===== config.mk =====
export PLATFORM = sky130hd
export DESIGN_NAME = utf8_to_utf16_decoder
export DESIGN_NICKNAME = d
export VERILOG_FILES = /design/src/u8u16_pkg.sv /design/src/u8u16_decode.sv /design/src/u8u16_result_queue.sv /design/src/utf8_to_utf16_decoder.sv
export SDC_FILE = /design/constraint.sdc
export NUM_CORES = 1
export LEC_CHECK = 0
export BUFFER_PORTS_ARGS = -buffer_cell sky130_fd_sc_hd__buf_2
export CORE_MARGIN = 4
export CORE_UTILIZATION = 50
export CTS_BUF_LIST = sky130_fd_sc_hd__clkbuf_4
export DETAILED_ROUTE_END_ITERATION = 10
export GPL_TIMING_DRIVEN = 0
export PLACE_DENSITY = 0.74
export SLEW_MARGIN = 20
export SYNTH_ARGS = -nofsm -noshare
export SYNTH_HDL_FRONTEND = slang
export SYNTH_SLANG_ARGS = --single-unit

===== constraint.sdc =====
create_clock -name clock -period 4.5 [get_ports clock]
set_input_delay 0 -clock clock [delete_from_list [all_inputs] [get_ports clock]]
set_output_delay 0 -clock clock [all_outputs]
set_load 0.01 [all_outputs]

===== src/u8u16_pkg.sv =====
// ----------------------------------------------------------------------------
// u8u16_pkg
// Shared types and constants for the UTF-8 to UTF-16 transcoder.
// ----------------------------------------------------------------------------
package u8u16_pkg;

   localparam logic [1:0] STATUS_OK        = 2'd0;
   localparam logic [1:0] STATUS_INVALID   = 2'd1;
   localparam logic [1:0] STATUS_TRUNCATED = 2'd2;

   localparam logic [20:0] SUPPLEMENTARY_BASE = 21'h10000;
   localparam logic [15:0] HIGH_SURROGATE     = 16'hD800;
   localparam logic [15:0] LOW_SURROGATE      = 16'hDC00;

   localparam int unsigned QUEUE_DEPTH = 4;
   localparam int unsigned QUEUE_PTR_W = $clog2(QUEUE_DEPTH);
   localparam int unsigned QUEUE_CNT_W = $clog2(QUEUE_DEPTH + 1);

   typedef struct packed {
      logic [15:0] word;
      logic [1:0]  status;
      logic        run_last;
      logic        string_end;
   } result_type;

   typedef struct packed {
      logic [1:0] count;
      result_type first;
      result_type second;
   } result_pair_type;

endpackage


===== src/u8u16_decode.sv =====
// ----------------------------------------------------------------------------
// u8u16_decode
// Sequence state and per-byte decode; produces up to two results per transfer.
// ----------------------------------------------------------------------------
module u8u16_decode
   import u8u16_pkg::*;
(
   input  logic            clock,
   input  logic            reset,
   input  logic            take,
   input  logic [7:0]      in_byte,
   input  logic            string_last,
   output result_pair_type results
);

   logic [1:0]  remaining_ff, remaining_in;
   logic [1:0]  seq_length_ff, seq_length_in;
   logic [20:0] code_accum_ff, code_accum_in;
   logic        first_cont_ff, first_cont_in;
   logic        held_invalid_ff, held_invalid_in;
   logic        discarding_ff, discarding_in;

   logic [1:0]  n;
   logic [15:0] word0, word1;
   logic [1:0]  status0;
   logic [1:0]  expect_len;
   logic [4:0]  lead;
   logic        fault;
   logic [20:0] accum_next;
   logic [20:0] offset;
   logic [1:0]  remaining_dec;

   always_comb begin
      remaining_in    = remaining_ff;
      seq_length_in   = seq_length_ff;
      code_accum_in   = code_accum_ff;
      first_cont_in   = first_cont_ff;
      held_invalid_in = held_invalid_ff;
      discarding_in   = discarding_ff;
      n               = 2'd0;
      word0           = '0;
      word1           = '0;
      status0         = STATUS_OK;
      expect_len      = 2'd0;
      lead            = '0;
      fault           = held_invalid_ff;
      accum_next      = {code_accum_ff[14:0], in_byte[5:0]};
      offset          = accum_next - SUPPLEMENTARY_BASE;
      remaining_dec   = remaining_ff - 2'd1;

      if (discarding_ff) begin
         if (string_last) begin
            discarding_in   = 1'b0;
            remaining_in    = '0;
            seq_length_in   = '0;
            code_accum_in   = '0;
            first_cont_in   = 1'b0;
            held_invalid_in = 1'b0;
         end
      end else if (remaining_ff == 2'd0) begin
         if (!in_byte[7]) begin
            n     = 2'd1;
            word0 = {8'h00, in_byte};
         end else if (in_byte[7:6] != 2'b11 || in_byte[7:3] == 5'b11111) begin
            n               = 2'd1;
            status0         = STATUS_INVALID;
            remaining_in    = '0;
            seq_length_in   = '0;
            code_accum_in   = '0;
            first_cont_in   = 1'b0;
            held_invalid_in = 1'b0;
            discarding_in   = !string_last;
         end else begin
            priority if (!in_byte[5]) begin
               expect_len = 2'd1;
               lead       = in_byte[4:0];
            end else if (!in_byte[4]) begin
               expect_len = 2'd2;
               lead       = {1'b0, in_byte[3:0]};
            end else begin
               expect_len = 2'd3;
               lead       = {2'b00, in_byte[2:0]};
            end
            held_invalid_in = (expect_len == 2'd1 && lead[4:1] == 4'd0) ||
                              (expect_len == 2'd3 && lead > 5'd4);
            seq_length_in   = expect_len;
            remaining_in    = expect_len;
            code_accum_in   = {16'd0, lead};
            first_cont_in   = (expect_len >= 2'd2);
            if (string_last) begin
               n               = 2'd1;
               status0         = STATUS_TRUNCATED;
               remaining_in    = '0;
               seq_length_in   = '0;
               code_accum_in   = '0;
               first_cont_in   = 1'b0;
               held_invalid_in = 1'b0;
            end
         end
      end else begin
         fault = held_invalid_ff || (in_byte[7:6] != 2'b10);
         if (first_cont_ff) begin
            unique case (seq_length_ff)
               2'd2: begin
                  fault = fault ||
                          (code_accum_ff == 21'd0 && !in_byte[5]) ||
                          (code_accum_ff == 21'd13 && in_byte[5]);
               end
               2'd3: begin
                  fault = fault ||
                          (code_accum_ff == 21'd0 && in_byte[5:4] == 2'b00) ||
                          (code_accum_ff == 21'd4 && in_byte[5:4] != 2'b00);
               end
               default: begin
               end
            endcase
         end
         first_cont_in   = 1'b0;
         held_invalid_in = fault;
         code_accum_in   = accum_next;
         remaining_in    = remaining_dec;
         if (remaining_dec == 2'd0) begin
            if (fault) begin
               n             = 2'd1;
               status0       = STATUS_INVALID;
               discarding_in = !string_last;
            end else if (accum_next < SUPPLEMENTARY_BASE) begin
               n     = 2'd1;
               word0 = accum_next[15:0];
            end else begin
               n     = 2'd2;
               word0 = HIGH_SURROGATE | {6'd0, offset[19:10]};
               word1 = LOW_SURROGATE | {6'd0, offset[9:0]};
            end
            remaining_in    = '0;
            seq_length_in   = '0;
            code_accum_in   = '0;
            held_invalid_in = 1'b0;
         end else if (string_last) begin
            n               = 2'd1;
            status0         = STATUS_TRUNCATED;
            remaining_in    = '0;
            seq_length_in   = '0;
            code_accum_in   = '0;
            held_invalid_in = 1'b0;
         end
      end
   end

   always_comb begin
      results.count             = take ? n : 2'd0;
      results.first.word        = word0;
      results.first.status      = status0;
      results.first.run_last    = (n == 2'd1);
      results.first.string_end  = (n == 2'd1) && string_last;
      results.second.word       = word1;
      results.second.status     = STATUS_OK;
      results.second.run_last   = 1'b1;
      results.second.string_end = string_last;
   end

   always_ff @(posedge clock) begin
      if (reset) begin
         remaining_ff    <= '0;
         seq_length_ff   <= '0;
         code_accum_ff   <= '0;
         first_cont_ff   <= 1'b0;
         held_invalid_ff <= 1'b0;
         discarding_ff   <= 1'b0;
      end else if (take) begin
         remaining_ff    <= remaining_in;
         seq_length_ff   <= seq_length_in;
         code_accum_ff   <= code_accum_in;
         first_cont_ff   <= first_cont_in;
         held_invalid_ff <= held_invalid_in;
         discarding_ff   <= discarding_in;
      end
   end

endmodule


===== src/u8u16_result_queue.sv =====
// ----------------------------------------------------------------------------
// u8u16_result_queue
// Four-entry result queue; takes up to two results, gives one per cycle on out_ready.
// ----------------------------------------------------------------------------
module u8u16_result_queue
   import u8u16_pkg::*;
(
   input  logic            clock,
   input  logic            reset,
   input  result_pair_type push,
   output logic            room,
   output logic            out_valid,
   input  logic            out_ready,
   output result_type      out_result
);

   result_type             entry_ff [QUEUE_DEPTH];
   logic [QUEUE_PTR_W-1:0] wr_ptr_ff, wr_ptr_in;
   logic [QUEUE_PTR_W-1:0] rd_ptr_ff, rd_ptr_in;
   logic [QUEUE_CNT_W-1:0] count_ff, count_in;
   logic [QUEUE_PTR_W-1:0] wr_next;
   logic                   pop;

   assign out_valid  = (count_ff != '0);
   assign out_result = entry_ff[rd_ptr_ff];
   assign room       = (count_ff <= QUEUE_CNT_W'(QUEUE_DEPTH - 2));
   assign pop        = out_valid && out_ready;
   assign wr_next    = wr_ptr_ff + QUEUE_PTR_W'(1);

   always_comb begin
      wr_ptr_in = wr_ptr_ff + QUEUE_PTR_W'(push.count);
      rd_ptr_in = rd_ptr_ff + QUEUE_PTR_W'(pop);
      count_in  = count_ff + QUEUE_CNT_W'(push.count) - QUEUE_CNT_W'(pop);
   end

   always_ff @(posedge clock) begin
      if (reset) begin
         wr_ptr_ff <= '0;
         rd_ptr_ff <= '0;
         count_ff  <= '0;
      end else begin
         wr_ptr_ff <= wr_ptr_in;
         rd_ptr_ff <= rd_ptr_in;
         count_ff  <= count_in;
      end
   end

   always_ff @(posedge clock) begin
      if (push.count != 2'd0) begin
         entry_ff[wr_ptr_ff] <= push.first;
      end
      if (push.count == 2'd2) begin
         entry_ff[wr_next] <= push.second;
      end
   end

endmodule


===== src/utf8_to_utf16_decoder.sv =====
// A result enters the result queue when its byte is taken and is offered from
// its head. Throughput: one byte per cycle while the queue has room; a byte that
// completes a character above U+FFFF gives two words, the output drains one word
// per cycle while the sink is ready, and so the four-entry queue sets the rate.
// Reset: synchronous, clears the sequence state and empties the result queue.
// ----------------------------------------------------------------------------
// utf8_to_utf16_decoder
// Streaming UTF-8 to UTF-16 transcoder with error reporting and backpressure.
// ----------------------------------------------------------------------------
module utf8_to_utf16_decoder
   import u8u16_pkg::*;
(
   input  logic        clock,
   input  logic        reset,
   input  logic        req_tvalid,
   output logic        req_tready,
   input  logic [7:0]  req_tdata,   // [7:0] in_byte
   input  logic        req_tlast,   // string_last
   output logic        rsp_tvalid,
   input  logic        rsp_tready,
   output logic [15:0] rsp_tdata,   // [15:0] word
   output logic [2:0]  rsp_tuser,   // [1:0] status, [2] run_last
   output logic        rsp_tlast    // string_end
);

   result_pair_type pair;
   result_type      head;
   logic            take;

   assign take = req_tvalid && req_tready;

   u8u16_decode u_decode (
      .clock       (clock),
      .reset       (reset),
      .take        (take),
      .in_byte     (req_tdata),
      .string_last (req_tlast),
      .results     (pair)
   );

   u8u16_result_queue u_queue (
      .clock      (clock),
      .reset      (reset),
      .push       (pair),
      .room       (req_tready),
      .out_valid  (rsp_tvalid),
      .out_ready  (rsp_tready),
      .out_result (head)
   );

   assign rsp_tdata = head.word;
   assign rsp_tuser = {head.run_last, head.status};
   assign rsp_tlast = head.string_end;

endmodule

==> results of run 1 <==
-- cell type report --
class / count / area (um^2)
Multi-Input combinational cell: 386 / 2730
Sequential cell: 115 / 2940
Clock buffer: 25 / 188
Inverter: 13 / 48.8
Timing Repair Buffer: 45 / 300
Tap cell: 143 / 179
Fill cell: 942 / 4770
Buffer: 47 / 193
Clock inverter: 7 / 110
-- power groups by stage --
stage	clock network [W]	registers, W	logic (W)
after CTS	0.000811	0.00131	0.000904
after global routing	0.000856	0.00132	0.000989
final	0.000800	0.00131	0.000906
after floorplan	0	0.00131	0.000606
after global placement	0	0.00132	0.000848
after detailed placement	0	0.00133	0.000890
-- routing by layer --
metal | part of all wire | vias up | track usage
li1 | - | 2271 | -
met1 | 0.39 | 2422 | 0.311
met2 | 0.49 | 248 | 0.413
met3 | 0.088 | 42 | 0.0575
met4 | 0.029 | 0 | 0.122
met5 | 0 | - | 0
-- logic make-up (layout without fill, tap and decap cells) --
kind of cell | after synthesis | after routing | share of synthesized area
buf+inv | 60 | 137 | 0.0407
fa+ha+maj | 9 | 9 | 0.0204
mux | 20 | 20 | 0.0764
compound gates | 173 | 173 | 0.210
simple gates | 178 | 178 | 0.145
flops | 115 | 115 | 0.499
xor+xnor | 6 | 6 | 0.00891
-- placed cells by master (no fill, tap or decap), drive strengths merged, types with 8 or more instances in the layout --
master       instances
ha                   8
a21oi               46
mux4                20
nor2                59
edfxtp              64
a22oi               19
dfxtp               51
nand2               48
buf                 45
nand3               18
nor3                10
or3                  8
inv                 13
dlygate4sd3          9
clkbuf              63
a22o                27
o21ai               33
-- per-stage QoR --
step / instances / worst slack, ps / hold WS [ps]
floorplan: 561 / 1120 / 148
global placement: 737 / -122 / 335
detailed placement: 740 / 987 / 355
CTS: 781 / 970 / 6.79
global route: 781 / 652 / 33.6
finish: 781 / 905 / 59.4
-- repair_timing --
item,CTS,global route
hold buffers,9,0
gates resized for setup,0,0
endpoints found under the hold margin,30,0
buffers inserted,0,0
endpoints found under the setup margin,0,0
-- worst reg2reg max path, stage by stage (launching register included) --
cell	delay (ps)
dfxtp_1	400
inv_1	60
ha_1	190
clkbuf_1	190
and4b_1	250
a211oi_1	720
nand4_1	580
nand2_1	840
-- final timing paths --
path                                          startpoint                   endpoint  slack (ps)
worst max register to register  u_decode.remaining_ff[0]    u_queue.entry_ff[3][14]         910
worst max-delay path            u_decode.remaining_ff[0]    u_queue.entry_ff[3][14]         910
worst min register to register    u_queue.entry_ff[3][3]     u_queue.entry_ff[3][3]         470
worst min-delay path                        req_tdata[4]  u_decode.code_accum_ff[4]          60
-- state kept, by name (all words and copies together), names as in the netlist --
| register | count |
|---|---|
| u_decode.remaining_ff | 2 |
| u_decode.held_invalid_ff | 1 |
| u_queue.count_ff | 3 |
| u_queue.rd_ptr_ff | 2 |
| u_decode.seq_length_ff | 2 |
| u_decode.first_cont_ff | 1 |
| u_queue.entry_ff | 80 |
| u_decode.discarding_ff | 1 |
| u_queue.wr_ptr_ff | 2 |
| u_decode.code_accum_ff | 21 |
==> impl_metrics.ini, run 1 <==
[run_status]
status = finished clean

[timing]
clock-skew-final_ps = 20.6
finalHoldViolations = 0
fmax_mhz = 278
setup_tns_ps = 0
rsz0062_at_grt = no
tightestPinTransition_ps = 948
setup-violations-final = 0
post-route-period-util = 0.799
fin_crit_ps = 3590
maxSlewHeadroom = 0.351
slew_viol_final = 0

[routing]
vias = 4983
drt_first_pass_iters = 7
drtIter0Drc = 513
finalWirelength_mm = 16.1
wl_per_cell_um = 20.7
ant_nets = 0
via_per_inst = 6.38
drc = 0

[setup_path]
cp_top_family = simple AND/OR/NAND/NOR gates
cp-end-kind = flop
worstRegToRegCells = 7
start_kind = flop
critPathRequiredTime_ps = 4660
cp.buffers_inverters = 2
cp.depth = 7
cp_slowest_cell = nand2_1
criticalPathCategory = flop to flop
critPathMaxFanout = 16
critPathMaxStageDelay_ps = 840
worstPathCellList = inv_1, ha_1, clkbuf_1, and4b_1, a211oi_1, nand4_1, nand2_1
cp_data_arrival_time_ps = 3750

[power_and_ir_drop]
power.total_w = 0.00301
seqPwrFrac = 0.434
ir_drop_mv = 0.272
p_sw_frac = 0.316
p_sw_w = 0.000952
comb_power_share = 0.301
p_per_area_mw_per_mm2 = 450
leakagePower_nw = 2.20
clkPwrFrac = 0.266
p_int_w = 0.00206

[clock_network]
clk_latency_ps = 540
numCtsBuffers = 17
clock_path_buffers = 2
htreeDepth = 4
clk_pin_slew_ps = 90
clkSinkCount = 115
clock-root-buffer = clkbuf_4
cts_tree = done

[floorplan]
initial_core_util = 0.514
rows = 39
io_pins = 35
die-area_mm2 = 0.0136
fp.dieH_um = 117
die_w_um = 117
core_area_mm2 = 0.0115

[logic_synthesis]
synth_top_area_frac = 0.326
avgSynthCellArea_um2 = 10.5
ys_warn_count = 0
synth_nets = 583
synthTopCellsByArea = edfxtp_1 (33%), dfxtp_1 (17%), mux4_2 (7.6%)
ys_seq_area_frac = 0.499
yosysTopAreaCell = edfxtp_1
syn-instance-count = 561
synth_edf_count = 64
ys_ff_latch = 115
post-synth-top-count-cell = edfxtp_1
synth_cell_types = 62
netlist_area_mm2 = 0.00590
synth_flop_cell = edfxtp_1
async_flop_share = 0
synth_common_cells = edfxtp_1 (64), nor2_1 (59), dfxtp_1 (51)

[finish]
final_core_util = 0.584
postLayoutCellArea_mm2 = 0.00670
diodes = 0
drive_above_1_share = 0.174
nNetsFinal = 647
area_growth_pct = 13.5

[worst_hold_path]
hold_path.class = input pin to flop
holdPathStages = 4

[placement]
io_buffers = 33
dpl_cell_area_mm2 = 0.00630
detailed_place_hpwl_mm = 11.6
gp_congestion = 1.00

[global_routing]
grt_pass1_vias = 4963
grt_use_total = 0.251
grt-ovfl-total = 0
grt_max_degree = 17
grt_antenna_before_repair = 0
grt_pass1_wl_mm = 25.7

[job]
drv_cap = 0
(Power assumes the default switching activity.)
==> run 2: changes to the inputs <==
--- a/config.mk
+++ b/config.mk
@@ -11,7 +11,7 @@
 export CTS_BUF_LIST = sky130_fd_sc_hd__clkbuf_4
 export DETAILED_ROUTE_END_ITERATION = 10
 export GPL_TIMING_DRIVEN = 0
-export PLACE_DENSITY = 0.74
+export PLACE_DENSITY = 0.76
 export SLEW_MARGIN = 20
 export SYNTH_ARGS = -nofsm -noshare
 export SYNTH_HDL_FRONTEND = slang
==> constraint.sdc (replaced) <==
create_clock -name clock -period 2.98 [get_ports clock]
set_input_delay 0 -clock clock [delete_from_list [all_inputs] [get_ports clock]]
set_output_delay 0 -clock clock [all_outputs]
set_load 0.01 [all_outputs]
==> run 2 against run 1 <==
  * The flow now finishes with violations (negative setup slack)
  * Design area rose by 2.0%
  * Flip-flop and latch count did not move
  * Maximum frequency rose by 20%
  * Count of clock-buffer cells in the layout fell by 5
  * Sequential power rose by 51%
  * Global-route usage barely moved
  * Critical path depth rose by 1
  * Cell count rose by 1.3%
  * Critical path type unchanged
  * Critical endpoint is now u_queue.entry_ff[2][15]
  * Largest power group unchanged
==> impl_metrics.ini, run 2 (synthesized netlist as in run 1, its figures left out) <==
[timing]
tightestPinTransition_ps = 1180
maxSlewHeadroom = 0.213
slew_viol_final = 0
fmax_mhz = 334
setup-violations-final = 2
fin_crit_ps = 2990
setup_tns_ps = -10.6
fin_ws_ps = -10.3
rsz0062_at_grt = yes
finalHoldViolations = 0
holdWs_ps = 86.6
clock-skew-final_ps = 18.7
post-route-period-util = 1.00

[floorplan]
fp.dieH_um = 117
rows = 39
initial_core_util = 0.514
die_w_um = 117
die-area_mm2 = 0.0136
io_pins = 35
core_area_mm2 = 0.0115

[global_routing]
grt_antenna_before_repair = 1
grt_pass1_wl_mm = 25.9
grt_pass1_vias = 4985
grt_max_degree = 17
grt_use_total = 0.250
grt-ovfl-total = 0

[power_and_ir_drop]
ir_drop_mv = 0.423
power.total_w = 0.00444
leakagePower_nw = 2.26
p_per_area_mw_per_mm2 = 650

[placement]
gp_congestion = 0.951
dp_slack_ps = -541
detailed_place_hpwl_mm = 11.6
io_buffers = 33

[run_status]
status = finished, violations left
violations = negative setup slack

[clock_network]
clock_path_buffers = 2
cts_tree = done
clock-root-buffer = clkbuf_4
numCtsBuffers = 17
clkSinkCount = 115
clk_latency_ps = 550
htreeDepth = 4
clk_pin_slew_ps = 90

[setup_path]
criticalPathCategory = flop to flop
critPathRequiredTime_ps = 3290
cp_slowest_cell = clkbuf_1
critPathMaxStageDelay_ps = 530
cp.buffers_inverters = 3
cp_top_family = buffers and inverters
worstPathCellList = inv_1, ha_1, nor3_1, a211oi_4, nand4_1, clkbuf_1, o21ai_2, buf_6
cp-end-kind = flop
start_kind = flop
critPathMaxFanout = 10
cp_data_arrival_time_ps = 3300

[finish]
largest_reg_flops = 80
drive_above_1_share = 0.213
area_growth_pct = 15.7
multi_input_area_mm2 = 0.00280
final-seq-area_mm2 = 0.00295
regMostFlops = u_queue.entry_ff
nNetsFinal = 657
layout_commonest_cell = edfxtp_1
top_regs = u_queue.entry_ff (80), u_decode.code_accum_ff (21), u_queue.count_ff (3)
mostFrequentLayoutCells = edfxtp_1 (64), nor2_1 (57), dfxtp_1 (48)
fillers = 921

[worst_hold_path]
hold_path.class = input pin to flop

[routing]
vias = 5062
drt_first_pass_iters = 6
drc = 0
ant_nets = 0
via_per_inst = 6.40
wl_per_cell_um = 20.5
drtIter0Drc = 487
finalWirelength_mm = 16.2

[job]
drv_cap = 0
-- run 2: cell types whose count changed in the layout (fill, tap and decap cells not counted), moves of 3 or more --
cell | before | now
dfxtp_1 | 51 | 48
clkbuf_1 | 37 | 33
dfxtp_2 | 0 | 3
clkbuf_4 | 25 | 21
buf_4 | 2 | 15
buf_2 | 39 | 36
clkinv_2 | 1 | 5
-- run 2: metrics by stage --
stage          cells   util  cell area (um^2)
6_report         791  0.595              6830
5_1_grt          791  0.595              6830
4_1_cts          780  0.583              6690
3_5_place_dp     740  0.549              6290
3_3_place_gp     737  0.544              6240
2_1_floorplan    561      -              5900
-- run 2: what timing repair did --
action,CTS,global route
resized for setup,8,19
endpoints found under the hold margin,30,0
cloned,0,0
pin swaps,2,6
hold buffers,9,0
buffers inserted,1,13
endpoints found under the setup margin,115,139
-- run 2: tightest hold or removal path, delay by kind of cell --
family                 cells  cell delay, ps
AO/OA/AOI/OAI              1             240
buffers and inverters      2             340
-- run 2: cell type report --
| class | count | share of cell area |
|---|---|---|
| Clock buffer | 20 | 0.0220 |
| Clock inverter | 11 | 0.0167 |
| Inverter | 13 | 0.00715 |
| Tap cell | 143 | 0.0262 |
| Timing Repair Buffer | 59 | 0.0601 |
| Sequential cell | 115 | 0.432 |
| Buffer | 43 | 0.0264 |
| Antenna cell | 1 | 0.000367 |
| Multi-Input combinational cell | 386 | 0.410 |
-- run 2: power by group --
group          switching, W  total (W)  internal, W
clock network      0.000592    0.00110     0.000512
registers          0.000107    0.00198      0.00187
logic              0.000769    0.00136     0.000587
total               0.00147    0.00444      0.00297
-- run 2: layer usage --
metal  global-route usage  part of all wire
met5                    0                 0
met4                0.112             0.032
met3               0.0725             0.098
met2                0.411              0.49
met1                0.307              0.38
-- run 2: path summary, 6_finish.rpt --
path              depth (start not counted)  slack [ps]                       to                      from
setup reg to reg                          8         -10  u_queue.entry_ff[2][15]  u_decode.remaining_ff[0]
setup / recovery                          8         -10  u_queue.entry_ff[2][15]  u_decode.remaining_ff[0]
hold reg to reg                           2         460   u_queue.entry_ff[2][2]    u_queue.entry_ff[2][2]
hold / removal                            3          90   u_decode.discarding_ff                 req_tlast
==> run 3: changes to the inputs <==
--- a/config.mk
+++ b/config.mk
@@ -5,13 +5,14 @@
 export SDC_FILE = /design/constraint.sdc
 export NUM_CORES = 1
 export LEC_CHECK = 0
+export ABC_AREA = 1
 export BUFFER_PORTS_ARGS = -buffer_cell sky130_fd_sc_hd__buf_2
 export CORE_MARGIN = 4
-export CORE_UTILIZATION = 50
+export CORE_UTILIZATION = 53
 export CTS_BUF_LIST = sky130_fd_sc_hd__clkbuf_4
 export DETAILED_ROUTE_END_ITERATION = 10
 export GPL_TIMING_DRIVEN = 0
-export PLACE_DENSITY = 0.76
+export PLACE_DENSITY = 0.8
 export SLEW_MARGIN = 20
 export SYNTH_ARGS = -nofsm -noshare
 export SYNTH_HDL_FRONTEND = slang
==> run 3 against run 2 <==
  * The flow now finishes without violations
  * Design area up 2.8%
  * Cell count up 27%
  * Setup slack better by 180 ps
  * Non-clock buffer count down 11
  * Combinational power up 35%
  * Via count up 17%
  * Sequential share of layout area down 1.2 points
==> impl_metrics.ini, run 3 <==
[floorplan]
io_pins = 35
fp.dieH_um = 116
rows = 39
die-area_mm2 = 0.0134
core_area_mm2 = 0.0114
initial_core_util = 0.540
die_w_um = 116

[finish]
postLayoutCellArea_mm2 = 0.00702
largest_reg_flops = 80
diodes = 0
stdcell_count = 1008
area_growth_pct = 14.3
drive_above_1_share = 0.127
regMostFlops = u_queue.entry_ff
fillers = 983
top_regs = u_queue.entry_ff (80), u_decode.code_accum_ff (21), u_queue.count_ff (3)
layout_commonest_cell = nand2_1
mostFrequentLayoutCells = nand2_1 (143), nor2_1 (93), inv_1 (85)
nNetsFinal = 874

[routing]
finalWirelength_mm = 17.6
drt_first_pass_iters = 8
drc = 0
vias = 5899
via_per_inst = 5.85
ant_nets = 0
wl_per_cell_um = 17.4
drtIter0Drc = 753

[timing]
maxSlewHeadroom = 0.498
fmax_mhz = 356
finalHoldViolations = 0
fin_ws_ps = 174
setup-violations-final = 0
tightestPinTransition_ps = 751
holdWs_ps = 49.7
post-route-period-util = 0.942
clock-skew-final_ps = 24.9
slew_viol_final = 0
fin_crit_ps = 2810

[job]
drv_cap = 0

[logic_synthesis]
synth_cell_types = 38
synth_edf_count = 64
async_flop_share = 0
yosysTopAreaCell = edfxtp_1
ys_seq_area_frac = 0.479
synthTopCellsByArea = edfxtp_1 (31%), dfxtp_1 (17%), nand2_1 (9.0%)
netlist_area_mm2 = 0.00614
synth_flop_cell = edfxtp_1
synth_nets = 807
post-synth-top-count-cell = nand2_1
syn-instance-count = 785
synth_top_area_frac = 0.313
ys_warn_count = 0
avgSynthCellArea_um2 = 7.82
ys_ff_latch = 115
synth_common_cells = nand2_1 (148), nor2_1 (93), inv_1 (85)

[clock_network]
cts_tree = done
clock-root-buffer = clkbuf_4
clkSinkCount = 115
numCtsBuffers = 17
clk_pin_slew_ps = 110
htreeDepth = 4
clk_latency_ps = 530
clock_path_buffers = 2

[placement]
gp_congestion = 0.957
dp_slack_ps = -210
detailed_place_hpwl_mm = 12.3
io_buffers = 33
dp_cells = 961
dpl_cell_area_mm2 = 0.00648

[worst_hold_path]
holdPathStages = 6
hold_start = req_tdata[6]
hold_path.class = input pin to flop
min_delay_worst_endpoint = u_decode.discarding_ff

[setup_path]
worstRegToRegCells = 14
critPathRequiredTime_ps = 3410
cp-end-kind = flop
criticalPathCategory = flop to flop
reg2reg_from = u_decode.remaining_ff[0]
regToRegSetupSlack_ps = 170
start_kind = flop
critPathMaxFanout = 8
rr_endpoint = u_queue.count_ff[2]
cp_data_arrival_time_ps = 3230
crit_path_start = u_decode.remaining_ff[0]

[power_and_ir_drop]
ir_drop_mv = 0.488
comb_power_share = 0.347
p_sw_w = 0.00197
clkPwrFrac = 0.262
p_sw_frac = 0.371
p_per_area_mw_per_mm2 = 755
seqPwrFrac = 0.391
leakagePower_nw = 3.01
power.total_w = 0.00530
p_int_w = 0.00333

[global_routing]
globalRouteMet2Util = 0.429
grt_pass1_wl_mm = 28.3
grt_max_degree = 24
grt_use_total = 0.275
grt_pass1_vias = 5443
use_met3 = 0.0512
use_met1 = 0.383
busiest_layer = met2
grt-ovfl-total = 0
grt_antenna_before_repair = 0

[run_status]
status = finished clean
run 3: cell types whose count changed after synthesis, moves of 14 or more:
cell / before / now
o22ai_1: 3 / 35
a22oi_1: 19 / 1
nand3_1: 17 / 55
inv_1: 13 / 85
o21ai_0: 25 / 77
clkbuf_1: 38 / 24
a22o_1: 27 / 0
mux4_2: 20 / 0
nand2_1: 48 / 148
nor2_1: 59 / 93
run 3: through the flow:
| stage | utilization | TNS, ps |
|---|---|---|
| global route | 0.617 | -17.6 |
| CTS | 0.615 | 0 |
| finish | 0.617 | 0 |
| detailed placement | 0.570 | -12210 |
| global placement | 0.570 | -6960 |
| floorplan | - | 0 |
run 3: how the worst max path moves through the flow:
| stage | endpoint | slack, ps |
|---|---|---|
| floorplan | u_queue.entry_ff[1][0] | 430 |
| global placement | u_queue.entry_ff[2][16] | -140 |
| detailed placement | u_queue.entry_ff[2][15] | -210 |
| CTS | u_queue.entry_ff[2][4] | 80 |
| global route | u_queue.count_ff[2] | -20 |
| finish | u_queue.count_ff[2] | 170 |
run 3: critical path: stages (launching register included):
cell     delay, ps
dfxtp_1        380
inv_1           70
ha_1           190
buf_2          180
nor2_4         220
inv_2           90
nor2_4         150
nand3_4        140
nor2_2         180
nand2_1        130
ha_1           300
inv_1           50
fa_1           420
o21ai_0        170
a21oi_1         50
run 3: cell type report:
class / instances / area [um^2] / area share
flip-flops and latches: 115 / 2940 / 0.419
plain buffers: 42 / 208 / 0.0296
well taps: 143 / 179 / 0.0255
clock inverters: 10 / 181 / 0.0259
repair buffers: 49 / 323 / 0.0460
multi-input cells: 537 / 2680 / 0.382
clock buffers: 22 / 165 / 0.0235
inverters: 90 / 338 / 0.0481
run 3: cell families (layout without fill, tap and decap cells):
logic type | Yosys count | in the layout | synth area share
adder cells (fa/ha/maj) | 9 | 9 | 0.0196
flip-flops | 115 | 115 | 0.479
XOR/XNOR | 5 | 5 | 0.00713
buffers and inverters | 133 | 213 | 0.0894
AO/OA/AOI/OAI | 199 | 199 | 0.178
AND/OR/NAND/NOR | 324 | 324 | 0.227
run 3: power groups by stage:
stage | clock network, W | logic (W) | registers [W]
CTS | 0.00141 | 0.00182 | 0.00206
detailed placement | 0 | 0.00179 | 0.00210
finish | 0.00139 | 0.00184 | 0.00207
floorplan | 0 | 0.00121 | 0.00206
global route | 0.00147 | 0.00206 | 0.00209
global placement | 0 | 0.00175 | 0.00209
run 3: what timing repair did:
item,4_1_cts,5_1_grt
hold buffers,15,0
setup buffers,0,1
endpoints found under the hold margin,25,0
endpoints found under the setup margin,86,90
pin swaps,0,1
resized for setup,4,5
run 3: per-layer routing:
metal	routed length, um	vias up	share of wire
li1	-	2799	-
met1	7030	2697	0.40
met2	8150	346	0.46
met3	1820	57	0.10
met4	572	0	0.033
met5	0	-	0
